--- config.mk ---
export PLATFORM = sky130hd
export DESIGN_NAME = elgamal_decrypt_modexp_core
export DESIGN_NICKNAME = d
export VERILOG_FILES = /design/src/sv/edm_pkg.sv /design/src/sv/edm_modmul.sv /design/src/sv/edm_datapath.sv /design/src/sv/edm_ctrl.sv /design/src/sv/elgamal_decrypt_modexp_core.sv
export SDC_FILE = /design/constraint.sdc
export NUM_CORES = 1
export LEC_CHECK = 0
export BUFFER_PORTS_ARGS = -buffer_cell sky130_fd_sc_hd__buf_2
export CAP_MARGIN = 30
export CELL_PAD_IN_SITES_DETAIL_PLACEMENT = 1
export CELL_PAD_IN_SITES_GLOBAL_PLACEMENT = 2
export CORE_ASPECT_RATIO = 1.2
export CORE_MARGIN = 2
export CORE_UTILIZATION = 35
export CTS_CLUSTER_SIZE = 25
export DETAILED_ROUTE_END_ITERATION = 6
export HOLD_SLACK_MARGIN = 0.05
export MAX_ROUTING_LAYER = met4
export PLACE_DENSITY = 0.73
export SLEW_MARGIN = 20
export SYNTH_ARGS = -nofsm -noshare
export SYNTH_HDL_FRONTEND = slang
export SYNTH_SLANG_ARGS = --single-unit
--- constraint.sdc ---
create_clock -name clk -period 6.1 [get_ports clk]
set_input_delay 0.915 -clock clk [delete_from_list [all_inputs] [get_ports clk]]
set_output_delay 0.915 -clock clk [all_outputs]
set_load 0.005 [all_outputs]
--- src/sv/edm_pkg.sv ---
// edm_pkg: shared types for the elgamal decryption core
// no dependencies
package edm_pkg;

	typedef enum logic [1:0] {
		REG_MODULUS  = 2'd0,
		REG_PRIV_EXP = 2'd1
	} reg_idx_t;

	// controller states
	typedef enum logic [3:0] {
		ST_IDLE,
		ST_RED1,
		ST_RED2,
		ST_EXP_START,
		ST_MUL_ISSUE,
		ST_MUL_WAIT,
		ST_SQR_ISSUE,
		ST_SQR_WAIT,
		ST_EXP_NEXT,
		ST_FINAL_ISSUE,
		ST_FINAL_WAIT,
		ST_OUT
	} state_t;

	// datapath operations
	typedef enum logic [2:0] {
		OP_NONE,
		OP_LOAD,
		OP_RED1,
		OP_RED2,
		OP_EXP1_INIT,
		OP_EXP2_INIT,
		OP_MUL_START,
		OP_SHIFT
	} op_t;

	// multiplier operand selection
	typedef enum logic [1:0] {
		MSEL_ACC_BASE,
		MSEL_BASE_BASE,
		MSEL_C2_ACC
	} msel_t;

	// multiplier destination
	typedef enum logic [1:0] {
		MDST_ACC,
		MDST_BASE,
		MDST_OUT
	} mdst_t;

	typedef struct packed {
		op_t   op;
		msel_t msel;
		mdst_t mdst;
		logic  mul_go;
		logic  red_go;
	} dp_cmd_t;

	typedef struct packed {
		logic mul_done;
		logic red_done;
		logic exp_zero;
		logic exp_bit;
		logic mod_small;
	} dp_status_t;

endpackage

--- src/sv/edm_modmul.sv ---
// edm_modmul: bit-serial shift-and-add modular multiplier and reducer
// depends on nothing but its parameter
module edm_modmul #(
	parameter int W = 31
) (
	input  logic         clk,
	input  logic         arst_n,
	input  logic         start,
	input  logic         red,
	input  logic [W-1:0] a,
	input  logic [W-1:0] b,
	input  logic [W-1:0] m,
	output logic [W-1:0] result,
	output logic         done
);

	localparam int CW = $clog2(W + 1);

	logic [W:0]    acc_q;
	logic [W:0]    a_q;
	logic [W-1:0]  b_q;
	logic [CW-1:0] cnt_q;
	logic          busy_q;
	logic          red_q;
	logic          done_q;
	logic [W+1:0]  sum;
	logic [W:0]    acc_n;
	logic [W+1:0]  dbl;
	logic [W:0]    a_n;
	logic [W+1:0]  sh;
	logic [W:0]    sh_n;

	// product step: add a when the low bit of b is set, then double a
	always_comb begin
		sum   = {1'b0, acc_q} + {1'b0, a_q};
		acc_n = acc_q;
		if (b_q[0])
			acc_n = (sum >= {2'b0, m}) ? sum[W:0] - {1'b0, m} : sum[W:0];
		dbl = {a_q, 1'b0};
		a_n = (dbl >= {2'b0, m}) ? dbl[W:0] - {1'b0, m} : dbl[W:0];
		// restoring reduction step: shift one bit of b into the remainder
		sh   = {acc_q, b_q[W-1]};
		sh_n = (sh >= {2'b0, m}) ? sh[W:0] - {1'b0, m} : sh[W:0];
	end

	always_ff @(posedge clk or negedge arst_n) begin
		if (!arst_n) begin
			busy_q <= 1'b0;
			done_q <= 1'b0;
			cnt_q  <= '0;
			red_q  <= 1'b0;
		end else begin
			done_q <= 1'b0;
			if (start) begin
				busy_q <= 1'b1;
				red_q  <= red;
				cnt_q  <= CW'(W);
			end else if (busy_q) begin
				cnt_q <= cnt_q - 1'b1;
				if (cnt_q == CW'(1)) begin
					busy_q <= 1'b0;
					done_q <= 1'b1;
				end
			end
		end
	end

	always_ff @(posedge clk) begin
		if (start) begin
			acc_q <= '0;
			a_q   <= {1'b0, a};
			b_q   <= b;
		end else if (busy_q) begin
			if (red_q) begin
				acc_q <= sh_n;
				b_q   <= {b_q[W-2:0], 1'b0};
			end else begin
				acc_q <= acc_n;
				a_q   <= a_n;
				b_q   <= {1'b0, b_q[W-1:1]};
			end
		end
	end

	assign result = acc_q[W-1:0];
	assign done   = done_q;

endmodule

--- src/sv/edm_datapath.sv ---
// edm_datapath: operand registers, exponent shifter and the shared multiplier
// depends on edm_pkg and edm_modmul
module edm_datapath #(
	parameter int W = 31
) (
	input  logic                 clk,
	input  logic                 arst_n,
	input  edm_pkg::dp_cmd_t     cmd,
	input  logic [W-1:0]         modulus,
	input  logic [W-1:0]         private_exponent,
	input  logic [W-1:0]         cipher_first,
	input  logic [W-1:0]         cipher_second,
	output edm_pkg::dp_status_t  status,
	output logic [W-1:0]         plain_value
);
	import edm_pkg::*;

	logic [W-1:0] c1_q, c2_q, acc_q, base_q, exp_q, out_q, p_q;
	logic [W-1:0] ma, mb, mres, red_in;
	logic         mdone;

	// operand selection
	always_comb begin
		case (cmd.msel)
			MSEL_ACC_BASE:  begin ma = acc_q;  mb = base_q; end
			MSEL_BASE_BASE: begin ma = base_q; mb = base_q; end
			MSEL_C2_ACC:    begin ma = c2_q;   mb = acc_q;  end
			default:        begin ma = acc_q;  mb = base_q; end
		endcase
		// c2 reduction is issued in the cycle the c1 reduction completes
		red_in = (cmd.op == OP_RED1 && mdone) ? c2_q : c1_q;
	end

	edm_modmul #(.W(W)) u_mul (
		.clk    (clk),
		.arst_n (arst_n),
		.start  (cmd.mul_go | cmd.red_go),
		.red    (cmd.red_go),
		.a      (ma),
		.b      (cmd.red_go ? red_in : mb),
		.m      (p_q),
		.result (mres),
		.done   (mdone)
	);

	// register updates
	always_ff @(posedge clk) begin
		case (cmd.op)
			OP_LOAD: begin
				c1_q <= cipher_first;
				c2_q <= cipher_second;
				p_q  <= modulus;
			end
			OP_EXP1_INIT: begin
				acc_q  <= W'(1);
				base_q <= c1_q;
				exp_q  <= private_exponent;
			end
			OP_EXP2_INIT: begin
				base_q <= acc_q;
				acc_q  <= W'(1);
				exp_q  <= p_q - W'(2);
			end
			OP_SHIFT: exp_q <= {1'b0, exp_q[W-1:1]};
			default: ;
		endcase
		if (mdone) begin
			if (cmd.op == OP_RED1)
				c1_q <= mres;
			else if (cmd.op == OP_RED2)
				c2_q <= mres;
			else begin
				case (cmd.mdst)
					MDST_ACC:  acc_q  <= mres;
					MDST_BASE: base_q <= mres;
					MDST_OUT:  out_q  <= mres;
					default: ;
				endcase
			end
		end
		if (cmd.op == OP_LOAD && modulus < W'(2))
			out_q <= '0;
	end

	assign status.mul_done  = mdone;
	assign status.red_done  = mdone;
	assign status.exp_zero  = (exp_q == '0);
	assign status.exp_bit   = exp_q[0];
	assign status.mod_small = (p_q < W'(2));
	assign plain_value      = out_q;

endmodule

--- src/sv/edm_ctrl.sv ---
// edm_ctrl: sequencer for reduction, two exponentiations and final product
// depends on edm_pkg
module edm_ctrl (
	input  logic                clk,
	input  logic                arst_n,
	input  logic                in_fire,
	input  logic                out_ready,
	input  edm_pkg::dp_status_t status,
	output edm_pkg::dp_cmd_t    cmd,
	output logic                in_ready,
	output logic                out_valid
);
	import edm_pkg::*;

	state_t state_q, state_d;
	logic   phase_q, phase_d;

	always_ff @(posedge clk or negedge arst_n) begin
		if (!arst_n) begin
			state_q <= ST_IDLE;
			phase_q <= 1'b0;
		end else begin
			state_q <= state_d;
			phase_q <= phase_d;
		end
	end

	// next state and commands
	always_comb begin
		state_d    = state_q;
		phase_d    = phase_q;
		cmd        = '{op: OP_NONE, msel: MSEL_ACC_BASE, mdst: MDST_ACC,
			mul_go: 1'b0, red_go: 1'b0};
		in_ready   = 1'b0;
		out_valid  = 1'b0;
		case (state_q)
			ST_IDLE: begin
				in_ready = 1'b1;
				if (in_fire) begin
					cmd.op  = OP_LOAD;
					state_d = ST_RED1;
				end
			end
			ST_RED1: begin
				if (status.mod_small)
					state_d = ST_OUT;
				else begin
					cmd.red_go = 1'b1;
					cmd.op     = OP_RED1;
					state_d    = ST_RED2;
				end
			end
			ST_RED2: begin
				cmd.op = OP_RED1;
				if (status.red_done) begin
					cmd.red_go = 1'b1;
					state_d    = ST_EXP_START;
				end
			end
			ST_EXP_START: begin
				cmd.op = OP_RED2;
				if (status.red_done) begin
					state_d = ST_MUL_ISSUE;
					phase_d = 1'b0;
				end
			end
			ST_MUL_ISSUE: begin
				// each pass sets up the exponent registers, the first from c1 and x, the second from p-2
				cmd.op  = phase_q ? OP_EXP2_INIT : OP_EXP1_INIT;
				state_d = ST_EXP_NEXT;
			end
			ST_EXP_NEXT: begin
				if (status.exp_zero) begin
					if (phase_q)
						state_d = ST_FINAL_ISSUE;
					else begin
						phase_d = 1'b1;
						state_d = ST_MUL_ISSUE;
					end
				end else if (status.exp_bit) begin
					cmd.mul_go = 1'b1;
					cmd.msel   = MSEL_ACC_BASE;
					state_d    = ST_MUL_WAIT;
				end else begin
					cmd.mul_go = 1'b1;
					cmd.msel   = MSEL_BASE_BASE;
					state_d    = ST_SQR_WAIT;
				end
			end
			ST_MUL_WAIT: begin
				cmd.mdst = MDST_ACC;
				if (status.mul_done)
					state_d = ST_SQR_ISSUE;
			end
			ST_SQR_ISSUE: begin
				cmd.mul_go = 1'b1;
				cmd.msel   = MSEL_BASE_BASE;
				state_d    = ST_SQR_WAIT;
			end
			ST_SQR_WAIT: begin
				cmd.mdst = MDST_BASE;
				if (status.mul_done) begin
					cmd.op  = OP_SHIFT;
					state_d = ST_EXP_NEXT;
				end
			end
			ST_FINAL_ISSUE: begin
				cmd.mul_go = 1'b1;
				cmd.msel   = MSEL_C2_ACC;
				state_d    = ST_FINAL_WAIT;
			end
			ST_FINAL_WAIT: begin
				cmd.mdst = MDST_OUT;
				if (status.mul_done)
					state_d = ST_OUT;
			end
			ST_OUT: begin
				out_valid = 1'b1;
				if (out_ready)
					state_d = ST_IDLE;
			end
			default: state_d = ST_IDLE;
		endcase
	end

	// input is taken only when idle
	a_in_idle: assert property (@(posedge clk) disable iff (!arst_n)
		in_fire |-> state_q == ST_IDLE)
		else $error("transaction accepted while busy");
	// result is never offered while input is accepted
	a_out: assert property (@(posedge clk) disable iff (!arst_n)
		out_valid |-> !in_ready)
		else $error("ready and valid both high");
	// a pending result holds until taken
	a_hold: assert property (@(posedge clk) disable iff (!arst_n)
		out_valid && !out_ready |=> out_valid)
		else $error("result dropped");

endmodule

--- src/sv/elgamal_decrypt_modexp_core.sv ---
// ElGamal decryption core: m = c2 * (c1^x)^(p-2) mod p. One transaction at a
// time; a ciphertext is first reduced mod p, then up to 4*W+1 modular multiplies
// follow (two square-and-multiply passes plus the final product), all on the one
// bit-serial shift-and-add multiplier. The user must write the registers through
// cfg_we/cfg_index/cfg_data only while idle; the core itself does not enforce it.
// depends on edm_pkg, edm_ctrl, edm_datapath, edm_modmul
module elgamal_decrypt_modexp_core #(
	parameter int MOD_WIDTH = 31
) (
	input  logic                 clk,
	input  logic                 arst_n,
	input  logic                 cfg_we,
	input  logic                 cfg_index,
	input  logic [MOD_WIDTH-1:0] cfg_data,
	input  logic                 in_valid,
	output logic                 in_ready,
	input  logic [MOD_WIDTH-1:0] cipher_first,
	input  logic [MOD_WIDTH-1:0] cipher_second,
	output logic                 out_valid,
	input  logic                 out_ready,
	output logic [MOD_WIDTH-1:0] plain_value
);
	import edm_pkg::*;

	logic [MOD_WIDTH-1:0] modulus_q, priv_exp_q;
	dp_cmd_t              cmd;
	dp_status_t           status;

	// configuration registers
	always_ff @(posedge clk or negedge arst_n) begin
		if (!arst_n) begin
			modulus_q  <= MOD_WIDTH'(3);
			priv_exp_q <= '0;
		end else if (cfg_we) begin
			if (cfg_index == REG_MODULUS[0])
				modulus_q <= cfg_data;
			else
				priv_exp_q <= cfg_data;
		end
	end

	edm_ctrl u_ctrl (
		.clk       (clk),
		.arst_n    (arst_n),
		.in_fire   (in_valid & in_ready),
		.out_ready (out_ready),
		.status    (status),
		.cmd       (cmd),
		.in_ready  (in_ready),
		.out_valid (out_valid)
	);

	edm_datapath #(.W(MOD_WIDTH)) u_dp (
		.clk              (clk),
		.arst_n           (arst_n),
		.cmd              (cmd),
		.modulus          (modulus_q),
		.private_exponent (priv_exp_q),
		.cipher_first     (cipher_first),
		.cipher_second    (cipher_second),
		.status           (status),
		.plain_value      (plain_value)
	);

endmodule
==> results of run 1 <==
==> state kept, by name (all words and copies together) (netlist names), 5 cells and up <==
| register | cells |
|---|---|
| u_dp.exp_q | 31 |
| u_dp.u_mul.b_q | 31 |
| u_dp.u_mul.cnt_q | 5 |
| u_dp.base_q | 31 |
| u_dp.u_mul.a_q | 32 |
| modulus_q | 31 |
| u_dp.c2_q | 31 |
| u_dp.acc_q | 31 |
| u_dp.u_mul.acc_q | 32 |
| u_dp.c1_q | 31 |
| u_dp.p_q | 31 |
| priv_exp_q | 31 |
| u_dp.plain_value | 31 |
==> area by class of cell <==
class,instances,area (sq um)
clock buffers,64,1250
clock inverters,20,230
multi-input cells,2248,15100
fillers,8355,43400
inverters,80,300
well taps,935,1170
repair buffers,200,1210
flip-flops and latches,387,9370
==> through the flow <==
| step | worst slack, ns | cell area [sq um] | instances | hold slack, ns | utilization [%] |
|---|---|---|---|---|---|
| floorplan | 1.10 | 25400 | 2877 | 0.443 | - |
| global placement | 0.288 | 27200 | 3849 | 0.461 | 37.7 |
| detailed placement | 0.139 | 27200 | 3850 | 0.469 | 37.7 |
| CTS | 0.124 | 28700 | 3934 | 0.187 | 39.8 |
| global route | 0.000123 | 28700 | 3934 | 0.215 | 39.8 |
| finish | 0.341 | 28700 | 3934 | 0.210 | 39.8 |
==> kinds of logic after synthesis <==
logic type	Yosys count	synth area share (%)
AO/OA/AOI/OAI	874	21.3
AND/OR/NAND/NOR	818	14.7
flip-flops	387	36.9
multiplexers	299	12.2
buffers and inverters	242	3.86
adder cells (fa/ha/maj)	134	6.72
XOR/XNOR	123	4.24
==> per-layer routing <==
metal / vias to the layer above / wire (um) / track usage [%]
met5: - / 0 / -
met4: 0 / 3430 / 9.09
met3: 140 / 3000 / 2.27
met2: 392 / 46900 / 44.2
met1: 11400 / 42600 / 32.1
li1: 10800 / - / -
==> critical path: stages (launching register included) <==
cell and delay (ns):
edfxtp_1 0.45, ha_1 0.28, fa_1 0.45, a211oi_1 0.30, o21ai_0 0.32, o2111ai_2 0.40, a211oi_1 0.16, a31oi_1 0.39
o21bai_1 0.11, a21oi_1 0.19, xnor2_1 0.19, ha_1 0.37, and3_1 0.27, and4b_1 0.24, a41oi_1 0.19, o21ai_0 0.14
nor2_1 0.15, and2_1 0.22, nand2_4 0.18, mux2_2 0.34, a221o_1 0.32
==> worst paths after layout <==
kind | endpoint | from | slack, ns | cells past startpoint
min | modulus_q[15] | arst_n | 0.21 | 1
max | u_dp.u_mul.acc_q[23] | u_dp.u_mul.a_q[0] | 0.34 | 20
min reg2reg | u_dp.p_q[21] | modulus_q[21] | 0.48 | 0
min in group clk | u_dp.p_q[21] | modulus_q[21] | 0.48 | 0
max in group asynchronous | u_dp.u_mul.red_q | arst_n | 4.85 | 2
max reg2reg | u_dp.u_mul.acc_q[23] | u_dp.u_mul.a_q[0] | 0.34 | 20
==> layout by cell type, fill, tap and decap left out, types with 8 or more instances in the layout <==
cell       synthesis  routed
a211oi_1          62      62
a21o_1            47      47
a21oi_1          277     275
a221o_1           12      12
a22oi_1           55      55
a31oi_1           29      29
and2_1            10      10
and3_1            17      16
buf_2             19     130
buf_4              3      67
clkbuf_1         122      15
clkbuf_16          0      46
dfrtp_1           73      71
dfxtp_1          188     188
edfxtp_1         124     124
ha_1             130     128
inv_1             80      80
mux2_2            93      93
mux2i_1          206     206
nand2_1          244     242
nand2b_1          31      30
nand3_1           62      61
nand3b_1           8       8
nand4_1           14      14
nor2_1           291     290
nor2b_1           19      18
nor3_1            52      51
nor4_1            24      24
o211ai_1          48      48
o21a_1            12      12
o21ai_0          205     205
o21ai_1           24      24
o31ai_1           10       9
o41ai_1            9       9
or3_1             12      12
xnor2_1           85      85
xor2_1            38      38
==> key figures, run 1 <==
Outcome
  – Status: completed

Timing
  – Fin crit period: between 5 and 6 ns
  – Fin crit share: 94.4%
  – Slew headroom: between 30% and 40%
  – Setup TNS: 0 ns
  – Final setup fails: 0
  – Slew Limit Fails: 0
  – RSZ-0062 raised after global routing: false
  – Fmax: around 170 MHz
  – Clk_skew: about 0.028 ns
  – Endpoints failing hold: 0
  – Least-Margin Pin Slew: 0.912 ns

Floorplan
  – Initial Utilization: about a third
  – # IOs: 132
  – Core Area: just over 70000 sq um
  – Die W: approximately 250 um
  – Die area: between 70000 and 80000 sq um
  – Row cnt: between 100 and 150
  – Die height: between 200 and 300 um

Yosys
  – Mapped cell area: roughly 25000 sq um
  – Syn Nets: a little over 3000
  – Post-synth top area share: ~15%
  – Post-synth top cells: nor2_1, a21oi_1, nand2_1, mux2i_1, o21ai_0
  – EDFF count, synth: ~120
  – Main synth FF type: dfxtp_1
  – Synthesized instance count: between 2000 and 3000
  – Yosys top cell by area: dfxtp_1
  – Top post-synthesis cells by area: dfxtp_1, edfxtp_1, mux2i_1
  – Distinct cell type count after synthesis: about 90
  – Share of synthesized registers carrying an async set or reset: 19.4%
  – Ys Warns: 0
  – Syn avg cell area: slightly below 9 sq um
  – Flops & latches, synth: 387
  – Sequential share of the synthesized area: roughly 37%
  – Most common cell in the netlist: nor2_1

Clock network
  – Insertion delay to the later sink of the worst-skew pair: 0.60 ns
  – Root Buffer Master: clkbuf_16
  – Post_cts resized: 0
  – Clk sinks: 387
  – Worst-path clk slew: roughly 0.07 ns
  – CTS tree: yes
  – CTS Hold Bufs: 0
  – Longest Clk Path Bufs: 3
  – Cts bufs inserted: 45
  – Postcts setup bufs: 0
  – H-tree depth: 2

Placed design
  – Dpl hpwl: 72000 um
  – Placer Congestion: roughly 0.93
  – Count of input and output buffers: 131

GRT
  – Largest net degree at the start of global routing: between 70 and 80
  – Vias in the first global route: 23700
  – Gr ovfl total: 0
  – Global-route usage over all layers: 25.9%
  – Initial antenna violation count: 0
  – First-pass GRT wire length: between 100000 and 150000 um

Layout
  – Fin nets: 3195
  – Area Overhead vs Synth: 12.9%
  – Share of cells above drive strength 1: between 10 and 15%
  – ANT cells: 0

Route
  – Final ANT Viol Nets: 0
  – First-pass DRT Iterations: 5
  – DRC viols: 0
  – Iteration-0 DRC Markers: 1142
  – Via count: ~23000
  – DR vias/cell: a little under 6
  – Per-cell routed wire length: between 20 and 25 um
  – Wirelength, routed: about 96000 um

Critical path
  – Startpoint Class: register
  – Crit Path Category: reg2reg
  – Worst EP arrival: roughly 6.2 ns
  – Worst EP required: roughly 6.6 ns
  – Critical Path Sink Type: register
  – Critical Path Fanout Max: 15

Min path
  – Worst hold path type: in2async

Job
  – Max-capacitance violation count: 0
Power of run 1 is left out: the tool's default activity adds up to more than one toggle a clock period on the data nets, which glitch-free logic cannot reach.
==> run 2, diff against run 1 <==
Settings changed: CTS_BUF_LIST set to sky130_fd_sc_hd__clkbuf_4 sky130_fd_sc_hd__clkbuf_8.
==> key figures, run 2 (synthesis gave the netlist of run 1 again) <==
Outcome
  – Status: completed

Floorplan
  – Initial Utilization: approximately a third
  – Die height: 299 um
  – Core Area: 72000 sq um
  – Row cnt: between 100 and 150
  – Die W: about 250 um
  – # IOs: 132
  – Die area: between 70000 and 80000 sq um

Clock network
  – Root Buffer Master: clkbuf_8
  – Clk sinks: around 390
  – CTS tree: yes
  – Insertion delay to the later sink of the worst-skew pair: 0.70 ns
  – Cts bufs inserted: 74
  – H-tree depth: 3
  – Worst-path clk slew: 0.06 ns
  – Longest Clk Path Bufs: 3

Timing
  – Setup TNS: 0 ns
  – Final setup fails: 0
  – Fin crit period: ~5.8 ns
  – Fmax: between 150 and 200 MHz
  – Endpoints failing hold: 0
  – Final setup margin: 0.282 ns
  – Least-Margin Pin Slew: around 0.92 ns
  – Slew Limit Fails: 0
  – Fin crit share: 95.4%
  – Worst hold margin: between 0.1 and 0.15 ns
  – RSZ-0062 raised after global routing: false
  – Slew headroom: 38.6%
  – Clk_skew: 0.0438 ns

GRT
  – Gr ovfl total: 0
  – First-pass GRT wire length: 147000 um
  – Global-route usage over all layers: roughly a quarter
  – Initial antenna violation count: 2
  – Vias in the first global route: 24100
  – Largest net degree at the start of global routing: 77

Critical path
  – CP delay by family, top: compound AO/OA/AOI/OAI gates
  – Critical Path Fanout Max: 15
  – FF-to-FF setup slack: between 0.2 and 0.3 ns
  – Startpoint Class: register
  – Critical path's largest stage delay: 0.45 ns
  – Critical Path Sink Type: register
  – Worst EP required: 6.66 ns
  – CP cell instances: ha_1 -> fa_1 -> a211oi_1 -> o21ai_0 -> o2111ai_2 -> a211oi_1 -> a211oi_1 -> xnor2_1 -> ha_1 -> a211oi_1 -> o21ai_0 -> a31oi_1 -> o21ai_0 -> nand3_1 -> and3_1 -> and2_1 -> nand2_4 -> mux2_2 -> a221o_1
  – Cell depth of the worst setup path: 19
  – Worst EP arrival: about 6.4 ns
  – Setup crit start: u_dp.u_mul.a_q[0]
  – Critical Path Sink: u_dp.u_mul.acc_q[23]
  – RR Startpoint: u_dp.u_mul.a_q[0]
  – Worst path slowest cell: edfxtp_1
  – Worst Path Buf+Inv: 0
  – Cell mode on critical path: a211oi_1
  – FF-to-FF End: u_dp.u_mul.acc_q[23]
  – Crit Path Category: reg2reg
  – R2R depth: 19

Layout
  – Commonest non-fill, non-tap cells in the layout: nor2_1, a21oi_1, nand2_1, mux2i_1, o21ai_0
  – Fin nets: roughly 3200
  – Area Overhead vs Synth: 13.4%
  – Design Area, Final: 28800 sq um
  – Leading cell type in the layout, fill and taps excluded: nor2_1
  – Largest registers: u_dp.u_mul.a_q x32, u_dp.u_mul.acc_q x32
  – Share of cells above drive strength 1: between 10% and 20%

Route
  – DRC viols: 0
  – Via count: around 23000
  – Iteration-0 DRC Markers: between 1000 and 1500
  – First-pass DRT Iterations: 5
  – Final ANT Viol Nets: 0
  – Per-cell routed wire length: 24.2 um
  – Wirelength, routed: about 97000 um
  – DR vias/cell: 5.77

Min path
  – Worst hold path type: in2async

Job
  – Max-capacitance violation count: 0

Placed design
  – Count of input and output buffers: approximately 130
  – Dpl hpwl: ~72000 um
  – Dpl ws: approximately 0.14 ns
  – Post-DP Area: roughly 27000 sq um
  – Placer Congestion: between 0.9 and 1
==> run 2: area by class of cell <==
class / instances / area, sq um
Antenna cell: 2 / 5.00
Clock buffer: 121 / 1480
Clock inverter: 15 / 108
Fill cell: 8372 / 43200
Inverter: 80 / 300
Multi-Input combinational cell: 2248 / 15100
Sequential cell: 387 / 9370
Tap cell: 935 / 1170
Timing Repair Buffer: 200 / 1210
==> run 2: worst min-delay path by stage <==
| stage | start | end | slack (ns) |
|---|---|---|---|
| final | arst_n | modulus_q[16] | 0.12 |
| after floorplan | modulus_q[13] | u_dp.p_q[13] | 0.44 |
| after global routing | arst_n | modulus_q[16] | 0.1 |
| after global placement | modulus_q[27] | u_dp.p_q[27] | 0.46 |
| after CTS | arst_n | modulus_q[16] | 0.07 |
| after detailed placement | modulus_q[12] | u_dp.p_q[12] | 0.47 |
==> run 2: worst reg2reg max path, delay by kind of cell, from the launching register on <==
family / cells / cell delay (ns)
AND/OR/NAND/NOR: 4 / 0.73
multiplexers: 1 / 0.38
flip-flops: 1 / 0.45
AO/OA/AOI/OAI: 10 / 2.80
XOR/XNOR: 1 / 0.17
adder cells (fa/ha/maj): 3 / 1.15
==> run 2: layer usage <==
layer	routed length (um)	global-route usage [%]	share of wire [%]	up-vias
met4	3150	9.19	3.3	0
met2	47500	44.8	49	538
li1	-	-	-	10800
met1	42400	32.0	44	11500
met5	0	-	0	-
met3	3580	2.94	3.7	158
==> run 2: repair_timing <==
action	in CTS	in global routing
buffers inserted	0	0
setup endpoints to repair	0	17
hold buffers	0	0
gates resized for setup	0	4
==> run 2: stage by stage <==
step,utilization (%),instances
CTS,39.9,3986
floorplan,-,2877
finish,40.0,3988
detailed placement,37.7,3850
global placement,37.7,3849
global route,40.0,3988
Power of run 2 is left out for the same reason.
==> run 3, diff against run 2 <==
Settings changed: RECOVER_POWER set to 50.
==> key figures, run 3 (synthesis gave the netlist of run 1 again) <==
Outcome
  – Status: complete, but fails checks
  – Failing checks: capacitance limit, slew limit

Layout
  – Storage element area: about 9400 sq um
  – Multi-input logic area: around 15000 sq um
  – Largest registers: u_dp.u_mul.a_q x32, u_dp.u_mul.acc_q x32
  – Commonest non-fill, non-tap cells in the layout: nor2_1, a21oi_1, nand2_1, mux2i_1, o21ai_0
  – Leading cell type in the layout, fill and taps excluded: nor2_1
  – Post-route insts no fill: about 4000
  – FILL cells: around 8400
  – Fin nets: ~3200
  – Area Overhead vs Synth: 13.1%
  – Share of cells above drive strength 1: roughly 14%

Critical path
  – Startpoint Class: register
  – Critical Path Sink Type: register
  – FF-to-FF End: u_dp.u_mul.acc_q[23]
  – Crit Path Category: reg2reg
  – Worst EP arrival: approximately 6.3 ns
  – FF-to-FF setup slack: ~0.33 ns
  – RR Startpoint: u_dp.u_mul.a_q[0]
  – Worst EP required: ~6.7 ns
  – R2R depth: 19
  – Critical Path Fanout Max: 15

Timing
  – RSZ-0062 raised after global routing: false
  – Endpoints failing hold: 0
  – Slew Limit Fails: 210
  – Least-Margin Pin Slew: approximately 3.2 ns
  – Setup TNS: 0 ns
  – Fmax: ~170 MHz
  – Fin crit period: roughly 5.8 ns
  – Fin crit share: a little over nine tenths
  – Clk_skew: about 0.042 ns
  – Final setup fails: 0
  – Slew headroom: -116%

Floorplan
  – Die height: between 200 and 300 um
  – Initial Utilization: 35.3%
  – # IOs: roughly 130
  – Core Area: just over 70000 sq um
  – Row cnt: roughly 110
  – Die W: ~250 um
  – Die area: between 70000 and 80000 sq um

Route
  – Final ANT Viol Nets: 0
  – Iteration-0 DRC Markers: roughly 1300
  – Via count: around 23000
  – Per-cell routed wire length: around 24 um
  – DRC viols: 0
  – Wirelength, routed: approximately 96000 um
  – DR vias/cell: approximately 5.8
  – First-pass DRT Iterations: 5

GRT
  – Gr ovfl total: 0
  – Grt peak-use layer: met2
  – Grt met1 use: roughly a third
  – Met2 Use GR: 44.8%
  – Global-route usage over all layers: between 20% and 30%
  – First-pass GRT wire length: 147000 um
  – Initial antenna violation count: 2
  – Largest net degree at the start of global routing: a little under 80
  – Grt met3 use: a little under 3%
  – Vias in the first global route: 24100

Clock network
  – CTS tree: yes
  – H-tree depth: 3
  – Cts bufs inserted: 74
  – Longest Clk Path Bufs: 3
  – Clk sinks: 387
  – Root Buffer Master: clkbuf_8
  – Insertion delay to the later sink of the worst-skew pair: ~0.70 ns
  – Worst-path clk slew: about 0.060 ns

Placed design
  – Placed Cells incl. Taps: ~3900
  – Dpl hpwl: just over 70000 um
  – Placer Congestion: slightly above 0.9
  – Count of input and output buffers: 131

Min path
  – Worst hold path type: in2reg
  – Hold Path End: modulus_q[11]
  – WHS Path Cells: 2
  – Hold_sp: cfg_data[11]

Job
  – Max-capacitance violation count: 6
-- run 3: cell count changes in the layout (fill, tap and decap cells not counted), sizes merged --
cell,previous run,this run
clkbuf,121,147
buf,200,174
-- run 3: critical path, stage by stage (launching register included) --
cell	delay (ns)
edfxtp_1	0.45
ha_1	0.28
fa_1	0.44
a211oi_1	0.32
o21ai_0	0.33
o2111ai_2	0.40
a211oi_1	0.18
a211oi_1	0.33
xnor2_1	0.17
ha_1	0.42
a211oi_1	0.13
o21ai_0	0.34
a31oi_1	0.17
o21ai_0	0.25
nand3_1	0.11
and3_1	0.19
and2_1	0.21
nand2_4	0.23
mux2_2	0.38
a221o_1	0.32
-- run 3: area by class of cell --
cell class              count  area share, %
diodes                      2         0.0174
clock buffers             121           5.17
clock inverters            15          0.375
inverters                  80           1.05
multi-input cells        2248           52.7
flip-flops and latches    387           32.6
well taps                 935           4.07
repair buffers            200           4.02
-- run 3: what timing repair did --
action	CTS	global route
buffers inserted	0	0
resized for setup	0	4
hold buffers	0	0
setup endpoints to repair	0	17
-- run 3: metrics by stage --
stage	util [%]	instance area [sq um]	hold slack, ns	setup WS [ns]
after floorplan	-	25400	0.443	1.10
after global placement	37.7	27200	0.461	0.288
after detailed placement	37.7	27200	0.469	0.139
after CTS	39.9	28800	0.0687	0.103
after global routing	39.9	28700	0.437	0.0255
final	39.9	28700	0.468	0.327
-- run 3: worst max-delay path by stage --
stage                       from                    to  slack (ns)  depth (start not counted)
4_1_cts        u_dp.u_mul.a_q[0]  u_dp.u_mul.acc_q[23]        0.10                         20
3_5_place_dp   u_dp.u_mul.a_q[0]  u_dp.u_mul.acc_q[23]        0.14                         20
3_3_place_gp   u_dp.u_mul.a_q[0]  u_dp.u_mul.acc_q[23]        0.29                         20
2_1_floorplan  u_dp.u_mul.a_q[0]  u_dp.u_mul.acc_q[23]        1.10                         22
6_report       u_dp.u_mul.a_q[0]  u_dp.u_mul.acc_q[23]        0.33                         19
5_1_grt        u_dp.u_mul.a_q[0]  u_dp.u_mul.acc_q[23]        0.03                         19
-- run 3: layer usage --
metal / wire [um] / up-vias
met3: 3440 / 158
met2: 47400 / 490
li1: - / 10900
met5: 0 / -
met4: 3160 / 0
met1: 42400 / 11500
Power of run 3 is left out for the same reason.
